===== config.mk =====
export PLATFORM = sky130hd
export DESIGN_NAME = lpcd_srcgate
export DESIGN_NICKNAME = d
export VERILOG_FILES = /design/src/lpcd_pkg.sv /design/src/lpcd_srcgate.sv
export SDC_FILE = /design/constraint.sdc
export NUM_CORES = 1
export LEC_CHECK = 0
export BUFFER_PORTS_ARGS = -buffer_cell sky130_fd_sc_hd__buf_2
export CAP_MARGIN = 20
export CORE_AREA = 5 5 42 44
export DETAILED_ROUTE_END_ITERATION = 10
export DIE_AREA = 0 0 47 49
export PLACE_DENSITY = 0.55
export SYNTH_ARGS = -nofsm -noshare
export SYNTH_HDL_FRONTEND = slang
export SYNTH_SLANG_ARGS = --single-unit
export TNS_END_PERCENT = 30

===== constraint.sdc =====
create_clock -name vclk -period 0.8
set_input_delay 0.04 -clock vclk [all_inputs]
set_output_delay 0.04 -clock vclk [all_outputs]
set_load 0.005 [all_outputs]

===== src/lpcd_pkg.sv =====
// ----------------------------------------------------------------------------
// lpcd_pkg
// Shared types and constants for the longest-path block.
// ----------------------------------------------------------------------------
package lpcd_pkg;

    localparam int MaxNodesDef = 256;
    localparam int MaxEdgesDef = 1024;

    localparam int DistW = 48;
    localparam int NodeW = 9;
    localparam int WgtW  = 32;

    localparam logic [1:0] CMD_CLEAR = 2'd0;
    localparam logic [1:0] CMD_ADD   = 2'd1;
    localparam logic [1:0] CMD_RUN   = 2'd2;

    // Configuration register byte addresses
    localparam logic [1:0] REG_NODE_COUNT = 2'd0;

    localparam logic signed [DistW-1:0] DistHi = {1'b0, {(DistW-1){1'b1}}};
    localparam logic signed [DistW-1:0] DistLo = {1'b1, {(DistW-1){1'b0}}};

    // Controller to datapath commands
    typedef struct packed {
        logic clr_nodes;   // sweep node stores, step clear address
        logic seed;        // seed node 1 as reached
        logic rd_edge;     // read the edge at the scan address
        logic relax;       // relax the edge held in the edge read register
        logic scan_rst;    // restart the edge scan
        logic late;        // current pass is n or later
        logic rd_target;   // read distance and flags of node n
        logic rd_nodes;    // read node stores at both edge endpoints
    } t_cmd;

    // Datapath to controller status
    typedef struct packed {
        logic clr_done;
        logic scan_last;   // scan address points at the final edge
        logic no_edges;
    } t_stat;

endpackage


===== src/lpcd_srcgate.sv =====
// ----------------------------------------------------------------------------
// lpcd_srcgate
// Current-source filter: passes relax only for edges of the swept source.
// ----------------------------------------------------------------------------
module lpcd_srcgate
    import lpcd_pkg::*;
(
    input  t_cmd             i_cmd,
    input  logic [NodeW-1:0] i_cur_src,
    input  logic [NodeW-1:0] i_edge_src,
    output t_cmd             o_cmd
);
    // Drop relax for edges whose source is not the one being swept
    always_comb begin
        o_cmd = i_cmd;
        o_cmd.relax = i_cmd.relax && (i_edge_src == i_cur_src);
    end
endmodule


---- Word-level counts from Yosys, hierarchy flattened ----
Index checks and enable logic that the tools add are counted.
storage, ports and cells
  logic and storage cells ................. 2
  output and inout port bits .............. 8
  input port bits ......................... 26
  flip-flop bits (word level) ............. 0
cells by class
  reductions and logical operators ........ 1
  eq/ne operators ......................... 1
operator list
  cell               number
  $eq 9x9->1         1
  $logic_and 1x1->1  1

---- Depth between registers and ports, before layout ----
  depth in word-level cells ............... 2
  gate-level depth with buffers ........... 3
  gate-level depth less buffers ........... 3

---- Least setup slack after synthesis ----
No wires, ideal clock.
  path type ............................... input -> output
  start ................................... in i_cur_src[2]
  end ..................................... out o_cmd[4] (netlist name)
  path buffers ............................ 0
  arrival ................................. 452 ps
  required time ........................... 760 ps
  cell stages on the path ................. 3
  setup slack ............................. 308 ps
  cell sequence ........................... xnor2_1 > nand4_1 > nor3_2
RTL lines
  item         line                source
  from (decl)  lpcd_srcgate.sv:9   input logic [NodeW-1:0] i_cur_src,
  to (decl)    lpcd_srcgate.sv:11  output t_cmd o_cmd

==> metrics.csv <==
metric,value,unit
NumNets Final,61,
average cell area after synthesis,7.883,um^2
Filler cells,166,
crit-path max FO,1,
die width,47,um
grt total ovfl,0,
post-route setup TNS,0,ns
Crit path required time,0.76,ns
CP Class,input port to output pin,
Vias,161,
vias per cell,3.286,
Tcrit/Tclk final,92.62,%
post-cts repair resize count,0,
CP startpoint,i_cur_src[1],
Die Area,0.002303,mm^2
max cap viols,0,
Seq cells,0,
drt pass-1 iters,1,
number of hold buffers added after cts,0,
drc violations,0,
dpl cells,49,
GRT Total Usage,2.596,%
Non-Filler Instances,49,
Tightest Pin Transition,0.1309,ns
WL/cell,8.184,um
number of global-route vias before repair,139,
max-slew violations,0,
antenna violations before repair,0,
Min Hold Slack,0.08000,ns
GPL Wtd Cong,0.5575,
# rows,14,
Die Ht,49,um
"most common cell after layout, fill and taps aside",buf_2,
Syn Std Cell Area,157.7,um^2
Syn Inst Count,20,
"Seq/Total Area, Yosys",0,%
core box area,0.001401,mm^2
Max Freq,1.350,GHz
Sequential Area,0,um^2
Tmin final,0.7410,ns
hold_sp,i_cmd[0],
Power Total,100.4,uW
ratio of cells with drive above 1 in the final layout,63.64,%
final antenna-violating net count,0,
status,"finished, final reports clean",
Syn-to-layout area delta,42.86,%
DRT iter0 DRCs,0,
first-pass GRT wire length,483,um
Final Hold Viols,0,
Hold WC Path Type,input port to output pin,
Multi-input gate area,105.1,um^2
Peak supply drop,0.08923,mV
Max-slew headroom,91.21,%
Worst setup EP type,output pin,
I/O pins,34,
crit start category,input port,
PwrDens,445.7,mW/mm^2
WP data arrival,0.70,ns
clock buffers,0,
HPWL after DPL,383.4,um
Leak Pwr,0.0001024,uW
post-synth cell types,5,
n_diodes,0,
largest net degree at the start of global routing,2,
synthesized net count,46,
Initial Util,11.25,%
RSZ-0062 raised after global routing,no,
final setup vio count,0,
"commonest cells after routing, fill and taps aside","20 x buf_2, 9 x xnor2_1, 2 x nand4_1",
number of port buffers,20,
drt total wl,401,um
Yosys Warn Count,0,
==> power breakdown <==
group	leakage [uW]	switching, uW	internal, uW
logic	0.000102	35.3	65.0
clock network	0	0	0
registers	0	0	0
total	0.000102	35.3	65.0
==> per-layer routing <==
layer	vias up	wire (um)	track usage (%)
met2	17	146	4.525
met5	-	0	0
li1	84	-	-
met3	6	111	0.3690
met1	54	126	2.826
met4	0	16	1.382
==> metrics by stage <==
stage	setup WS, ns	instance area (um^2)	util (%)
2_1_floorplan	0.3083	157.7	-
3_3_place_gp	0.04635	225.2	16.07
3_5_place_dp	0.01924	225.2	16.07
4_1_cts	0.01924	225.2	16.07
5_1_grt	0.0004633	225.2	16.07
6_report	0.05904	225.2	16.07
==> worst max-delay path, stage by stage <==
cell and delay, ns:
buf_2 0.10, xnor2_1 0.15, nand4_1 0.12, nor3_2 0.16
buf_2 0.13
==> cell usage after synthesis, drive strengths merged <==
| cell | n | share of area [%] |
|---|---|---|
| nand4 | 2 | 7.9 |
| nor3 | 1 | 6.3 |
| buf | 7 | 33 |
| xnor2 | 9 | 50 |
| nand2 | 1 | 2.4 |
==> cell families after synthesis <==
kind of cell	count (synthesis)	share of synthesized area (%)
xor gates and xnor gates	9	50.00
and+or+nand+nor	4	16.66
buffers and inverters	7	33.33
==> what timing repair did <==
item | CTS | global route
buffers inserted | 0 | 0
hold endpoints to repair | 0 | 0
setup endpoints to repair | 0 | 1
==> layout make-up <==
| type | instances | area share, % |
|---|---|---|
| Multi-Input combinational cell | 13 | 46.67 |
| Timing Repair Buffer | 20 | 44.44 |
| Tap cell | 16 | 8.889 |
==> worst paths after layout <==
path	endpoint	slack, ns	cells after the start
worst max-delay path	o_cmd[4]	0.06	5
worst min-delay path	o_cmd[0]	0.08	0
(Power assumes the default switching activity.)
