<file path="src/lpcd_pkg.sv">
// ----------------------------------------------------------------------------
// lpcd_pkg
// Shared types and constants for the longest-path block.
// ----------------------------------------------------------------------------
package lpcd_pkg;

    localparam int MaxNodesDef = 256;
    localparam int MaxEdgesDef = 1024;

    localparam int DistW = 48;
    localparam int NodeW = 9;
    localparam int WgtW  = 32;

    localparam logic [1:0] CMD_CLEAR = 2'd0;
    localparam logic [1:0] CMD_ADD   = 2'd1;
    localparam logic [1:0] CMD_RUN   = 2'd2;

    // Configuration register byte addresses
    localparam logic [1:0] REG_NODE_COUNT = 2'd0;

    localparam logic signed [DistW-1:0] DistHi = {1'b0, {(DistW-1){1'b1}}};
    localparam logic signed [DistW-1:0] DistLo = {1'b1, {(DistW-1){1'b0}}};

    // Controller to datapath commands
    typedef struct packed {
        logic clr_nodes;   // sweep node stores, step clear address
        logic seed;        // seed node 1 as reached
        logic rd_edge;     // read the edge at the scan address
        logic relax;       // relax the edge held in the edge read register
        logic scan_rst;    // restart the edge scan
        logic late;        // current pass is n or later
        logic rd_target;   // read distance and flags of node n
        logic rd_nodes;    // read node stores at both edge endpoints
    } t_cmd;

    // Datapath to controller status
    typedef struct packed {
        logic clr_done;
        logic scan_last;   // scan address points at the final edge
        logic no_edges;
    } t_stat;

endpackage

</file>
<file path="src/lpcd_ctrl.sv">
// ----------------------------------------------------------------------------
// lpcd_ctrl
// Sequencer for node clear, relaxation passes and result delivery.
// ----------------------------------------------------------------------------
module lpcd_ctrl
    import lpcd_pkg::*;
(
    input  logic             i_clk,
    input  logic             i_rst_n,
    input  logic             i_start,
    input  logic [NodeW-1:0] i_n,
    input  t_stat            i_stat,
    output t_cmd             o_cmd,
    output logic [NodeW-1:0] o_src,
    output logic             o_busy,
    output logic             o_done
);
    localparam logic [2:0] S_IDLE = 3'd0;
    localparam logic [2:0] S_CLR  = 3'd1;
    localparam logic [2:0] S_SEED = 3'd2;
    localparam logic [2:0] S_RD   = 3'd3;
    localparam logic [2:0] S_NRD  = 3'd4;
    localparam logic [2:0] S_REL  = 3'd5;
    localparam logic [2:0] S_FIN  = 3'd6;
    localparam logic [2:0] S_OUT  = 3'd7;

    logic [2:0]       r_state, n_state;
    logic [NodeW:0]   r_pass, n_pass;
    logic [NodeW-1:0] r_src, n_src;
    logic             r_last, n_last;

    // Next state and command decode
    always_comb begin
        n_state = r_state;
        n_pass  = r_pass;
        n_src   = r_src;
        n_last  = r_last;
        o_cmd   = '0;
        o_cmd.late = (r_pass >= {1'b0, i_n});
        o_done  = 1'b0;
        unique case (r_state)
            S_IDLE: if (i_start) n_state = S_CLR;
            S_CLR: begin
                o_cmd.clr_nodes = 1'b1;
                if (i_stat.clr_done) n_state = S_SEED;
            end
            S_SEED: begin
                o_cmd.seed = 1'b1;
                o_cmd.scan_rst = 1'b1;
                n_pass = (NodeW+1)'(1);
                n_src  = NodeW'(1);
                n_state = i_stat.no_edges ? S_FIN : S_RD;
            end
            S_RD: begin
                o_cmd.rd_edge = 1'b1;
                n_last  = i_stat.scan_last;
                n_state = S_NRD;
            end
            S_NRD: begin
                o_cmd.rd_nodes = 1'b1;
                n_state = S_REL;
            end
            S_REL: begin
                // only edges of the current source are relaxed this sweep
                o_cmd.relax = 1'b1;
                n_state = S_RD;
                if (r_last) begin
                    o_cmd.scan_rst = 1'b1;
                    if (r_src >= i_n) begin
                        n_src = NodeW'(1);
                        if (r_pass >= {i_n, 1'b0}) n_state = S_FIN;
                        else n_pass = r_pass + 1'b1;
                    end else n_src = r_src + 1'b1;
                end
            end
            S_FIN: begin
                o_cmd.rd_target = 1'b1;
                n_state = S_OUT;
            end
            S_OUT: begin
                o_done  = 1'b1;
                n_state = S_IDLE;
            end
            default: n_state = S_IDLE;
        endcase
    end
    assign o_busy = (r_state != S_IDLE);
    assign o_src  = r_src;

    always_ff @(posedge i_clk) begin
        if (!i_rst_n) begin
            r_state <= S_IDLE;
            r_pass  <= '0;
            r_src   <= '0;
            r_last  <= 1'b0;
        end else begin
            r_state <= n_state;
            r_pass  <= n_pass;
            r_src   <= n_src;
            r_last  <= n_last;
        end
    end
endmodule

</file>
<file path="config.mk">
export PLATFORM = sky130hd
export DESIGN_NAME = lpcd_ctrl
export DESIGN_NICKNAME = d
export VERILOG_FILES = /design/src/lpcd_pkg.sv /design/src/lpcd_ctrl.sv
export SDC_FILE = /design/constraint.sdc
export NUM_CORES = 1
export LEC_CHECK = 0
export ABC_AREA = 0
export BUFFER_PORTS_ARGS = -buffer_cell sky130_fd_sc_hd__buf_4
export CELL_PAD_IN_SITES_DETAIL_PLACEMENT = 1
export CELL_PAD_IN_SITES_GLOBAL_PLACEMENT = 1
export CORE_MARGIN = 2
export CORE_UTILIZATION = 41
export DETAILED_ROUTE_END_ITERATION = 6
export GPL_TIMING_DRIVEN = 0
export PLACE_DENSITY = 0.77
export REMOVE_ABC_BUFFERS = 1
export SLEW_MARGIN = 10
export SYNTH_ARGS = -nofsm -noshare
export SYNTH_HDL_FRONTEND = slang
export SYNTH_SLANG_ARGS = --single-unit
</file>
<file path="constraint.sdc">
create_clock -name i_clk -period 2.4 [get_ports i_clk]
set_input_delay 0 -clock i_clk [delete_from_list [all_inputs] [get_ports i_clk]]
set_output_delay 0 -clock i_clk [all_outputs]
set_load 0.005 [all_outputs]
</file>
---- Yosys cells after proc, flatten, opt, wreduce, memory -nomap -nowiden ----
Index checks and enable logic that the tools add are counted.
cells by class
  reductions and logical operators ........ 6
  order comparisons ....................... 3
  equality and inequality tests ........... 12
  $add $sub $neg .......................... 2
  mux-type cells .......................... 23
operators by type and width
  kind                     count
  $mux W10                 3
  $pmux W3 S8              1
  $pmux W10 S2             1
  $mux W3                  6
  $mux W9                  2
  $pmux W9 S2              1
  $eq A3 B3 Y1 const B     4
  $add A10 B1 Y10 const B  1
  $ge A10 B10 Y1           1
  $ge A10 B9 Y1            1
  $ne A2 B2 Y1 const B     5
  $add A9 B1 Y9 const B    1
  $ge A9 B9 Y1             1
  $mux W1                  8
  $eq A3 B2 Y1 const B     2
  $reduce_and A2 Y1        2
  $reduce_and A4 Y1        1
  $eq A3 B1 Y1 const B     1
  $logic_not A3 Y1         1
  $reduce_bool A3 Y1       1
  $pmux W1 S2              1
  $reduce_bool A2 Y1       1
storage, ports and cells
  output and inout bits ................... 19
  logic and storage cells ................. 50
  bits in registers ....................... 23
  input bits .............................. 15

---- Longest topological paths before layout ----
  depth after elaboration ................. 5
  mapped depth ............................ 10
  mapped depth without buffers ............ 8

---- Worst setup path before layout ----
OpenSTA, ideal clock, no wires.
  kind .................................... register -> register
  from .................................... register r_src[6], in the netlist o_src[6]
  to ...................................... register r_pass[3]
  cell stages (with the launch flop) ...... 9
  library setup time ...................... 0.070 ns
  buffers on the path ..................... 1
  period minus slack after synthesis ...... 2.078 ns
  setup slack ............................. 0.322 ns
  required time ........................... 2.330 ns
  data arrival time ....................... 2.008 ns
  cell sequence ........................... dfxtp_1 ha_1 and4_4 nand4_1 o21a_1 and3_4 buf_6 or4_1 a21oi_1
between the ends
  longest elaborated chain between the ends .. 3
ends and longest elaborated chain
  item                                line             source
  from (decl)                         lpcd_ctrl.sv:29  logic [NodeW-1:0] r_src, n_src;
  from (signal assigned)              lpcd_ctrl.sv:99  r_src <= n_src;
  $ge A9 B9 Y1                        lpcd_ctrl.sv:69  if (r_src >= i_n) begin
  $ne A2 B2 Y1 (no source line)       --
  $reduce_and A4 Y1 (no source line)  --
  to (signal assigned)                lpcd_ctrl.sv:98  r_pass <= n_pass;
  to (decl)                           lpcd_ctrl.sv:28  logic [NodeW:0] r_pass, n_pass;
Every way passes these cells.
A chain may end at the register's enable or synchronous reset.

---- Worst setup path after layout ----
  from .................................... register r_pass[3]
  to ...................................... register r_pass[5]
between the ends
  longest elaborated chain between the ends .. 5
  elaborated cells on any way between the ends .. 8
  classes of those cells .................. add/sub (1); order compare (1); eq/ne (1); mux (4); reduce/logical (1)
ends and longest elaborated chain
  item             line             source
  $add A10 B1 Y10  lpcd_ctrl.sv:72  else n_pass = r_pass + 1'b1;
  $mux W10         lpcd_ctrl.sv:71  if (r_pass >= {i_n, 1'b0}) n_state = S_FIN;
  $mux W10         lpcd_ctrl.sv:69
  $mux W10         lpcd_ctrl.sv:67  if (r_last) begin
  $pmux W10 S2     lpcd_ctrl.sv:41  unique case (r_state)
Several ways; a longest one is shown, not always the timed one. The select of a mux whose other input is x is not followed.

==> results.toml <==
[die]
die_y_um = 71.1
die_x_um = 71.1
start_util = 0.424
coreArea_mm2 = 0.00435
dieArea_mm2 = 0.00506
ios = 34
num_rows = 24

[routing]
drtIter0Drc = 82
via_per_inst = 5.70
vias = 1750
wl_per_cell_um = 15.6
antenna_left = 0
route.detailed.drc = 0
dr.pass1.iters = 4
wirelength_mm = 4.79

[critical_path]
crit_path_top_delay_cell = "or4_1"
worstPathArrival_ns = 2.41
path_delay_family = "compound AO/OA/AOI/OAI gates"
crit_fanout = 14
r2r_slack_ns = 0.19
worstSetupPathType = "register to register"
crit_cells = 6
required_ns = 2.60
r2r_cells = 6
end_kind = "register"
cpPeakStageDelay_ns = 0.52
crit_buf_inv = 0
crit_chain = "ha_1 -> a211o_1 -> o21ai_2 -> a41oi_4 -> or4_1 -> a21oi_1"
crit_path_start_kind = "register"

[logic_synthesis]
netlist_instances = 222
synthTopCellsByArea = "dfxtp_1 25%, ha_1 20%, a21oi_1 4.6%"
ys_warn_count = 0
ys_ff_latch = 23
synth_edf_count = 0
yosysTopAreaCell = "dfxtp_1"
netlist_top_cells_count = "29 x ha_1, 23 x dfxtp_1, 17 x a21oi_1, 15 x inv_1, 13 x nand3_1"
postSynth.asyncResetShare = 0
yosysUniqueCellTypes = 45
syn-cell-area_mm2 = 0.00185
synth_top_cell_area_share = 0.249
synth_most_common_cell = "ha_1"
yosysSeqAreaShare = 0.249
ys.flop_type = "dfxtp_1"
avgSynthCellArea_um2 = 8.32

[sta]
fin_crit_sh = 0.920
tightestPinTransition_ns = 0.559
rsz0062_at_grt = "yes"
skew_ns = 0.00266
fin_setup_tns_ns = 0
hold_violations = 0
finalCriticalPeriod_ns = 2.21
slew_viol_final = 0
fmax_mhz = 453
relSlewSlack = 0.626
setup_violations = 0

[final_layout]
layout-drive-gt1-share = 0.200
post-route-util = 0.511
diodes = 0
design_area_mm2 = 0.00223
nFillCells = 531
final_nets = 300
seqCellArea_um2 = 462
syn_to_final_growth_pct = 20.5
layout.cells.non_filler = 307
multi_input_area_mm2 = 0.00132

[min_path]
min_path_type = "primary input to register"
holdPathStages = 2

[power]
swShare = 0.272
p_seq_frac = 0.510
pwr-share-clk = 0.319
p_int_w = 0.000576
comb_power_share = 0.171
leakagePower_nw = 1.05
p_switching_w = 0.000215
power_density_mw_per_mm2 = 355
ir_drop_mv = 0.213

[grt]
grt_pass1_vias = 1659
grt_pass1_wl_mm = 7.85
antenna_found_initial = 0
gr-total-overflow = 0
grtUsageTotal = 0.196
grt_max_degree = 18

[placed_design]
placedInstanceArea_mm2 = 0.00211
placed_cells = 299
io_buffers = 33
place.gp.congestion = 0.841
dp_hpwl_mm = 3.60

[clocking]
ctsRootBufferMaster = "clkbuf_8"
cts_sinks = 23
insertion_delay_ns = 0.27
cts_tree = "done"
htree_levels = 1
path_clk_slew_ns = 0.09
clock_path_buffers = 2
cts_buffers = 3

[job]
drv_cap = 0

[run_status]
status = "completed"
[cell type report]
cell class | instances | area share
repair buffers | 37 | 0.126
inverters | 15 | 0.0253
flip-flops and latches | 23 | 0.207
clock buffers | 4 | 0.0202
multi-input cells | 176 | 0.592
well taps | 52 | 0.0292
[repair_timing]
action	in CTS	in global routing
hold buffers	1	0
gates resized for setup	4	4
pin swaps	0	1
cloned	0	0
endpoints found under the hold margin	1	0
endpoints found under the setup margin	12	8
buffers inserted	0	3
[cell families after synthesis]
kind of cell               after synthesis  share of synthesized area
and+or+nand+nor                         82                      0.252
DFF                                     23                      0.249
xor gates and xnor gates                 5                     0.0237
muxes                                    4                     0.0217
AOI/OAI and AO/OA                       56                      0.201
buffers and inverters                   23                     0.0562
adders and majority gates               29                      0.196
[flip-flops by register name, summed over array words and instances, names as in the netlist]
signal,flops
r_pass,10
o_src,9
r_state,3
r_last,1
[routing by layer]
| metal | up-vias | GRT usage | routed length (um) |
|---|---|---|---|
| met2 | 30 | 0.310 | 2220 |
| met4 | 0 | 0.0713 | 63 |
| met5 | - | 0 | 0 |
| li1 | 884 | - | - |
| met1 | 831 | 0.268 | 2340 |
| met3 | 5 | 0.0313 | 164 |
[per-stage QoR]
step	total power (W)	hold WS, ns	setup slack (ns)
after CTS	0.000799	0.0418	0.0408
after floorplan	0.000479	0.118	0.182
after global placement	0.000535	0.263	-0.219
after detailed placement	0.000539	0.274	-0.289
after global routing	0.000833	0.0507	-0.0228
final	0.000791	0.0426	0.192
[path summary, 6_finish.rpt]
check,from,end
worst max-delay path,r_pass[3]$_SDFFE_PN0P_,r_pass[5]$_SDFFE_PN0P_
worst min-delay path,i_rst_n,r_state[0]$_SDFFE_PN0P_
worst max register to register,r_pass[3]$_SDFFE_PN0P_,r_pass[5]$_SDFFE_PN0P_
worst min register to register,r_pass[9]$_SDFFE_PN0P_,r_pass[9]$_SDFFE_PN0P_
[cells in the final DEF, fill, tap and decap left out, drive strengths merged, types with 2 or more instances in the layout]
cell / count
buf: 36
ha: 29
dfxtp: 23
a21oi: 17
inv: 15
nand3: 13
nor2: 12
nand2: 10
o21ai: 8
nand2b: 7
o31ai: 7
or4: 7
nor2b: 6
and3: 6
nor3: 5
a21o: 5
o211ai: 4
mux2i: 4
nor3b: 4
clkbuf: 4
or2: 3
o211a: 3
o21a: 3
nand4: 3
xor2: 3
xnor2: 2
and4: 2
[worst reg2reg max path, delay by kind of cell, from the launching register on]
family                     cells  cell delay, ns
AOI/OAI and AO/OA              4            0.92
adders and majority gates      1            0.28
DFF                            1            0.42
and+or+nand+nor                1            0.53
[power by group through the flow]
stage	Clock (W)	Sequential [W]	Combinational, W
finish	0.000252	0.000403	0.000136
global route	0.000274	0.000407	0.000152
CTS	0.000264	0.000403	0.000132
detailed placement	0	0.000412	0.000127
global placement	0	0.000411	0.000123
floorplan	0	0.000407	0.0000713
No activity file was read; power rests on OpenSTA's default activity.
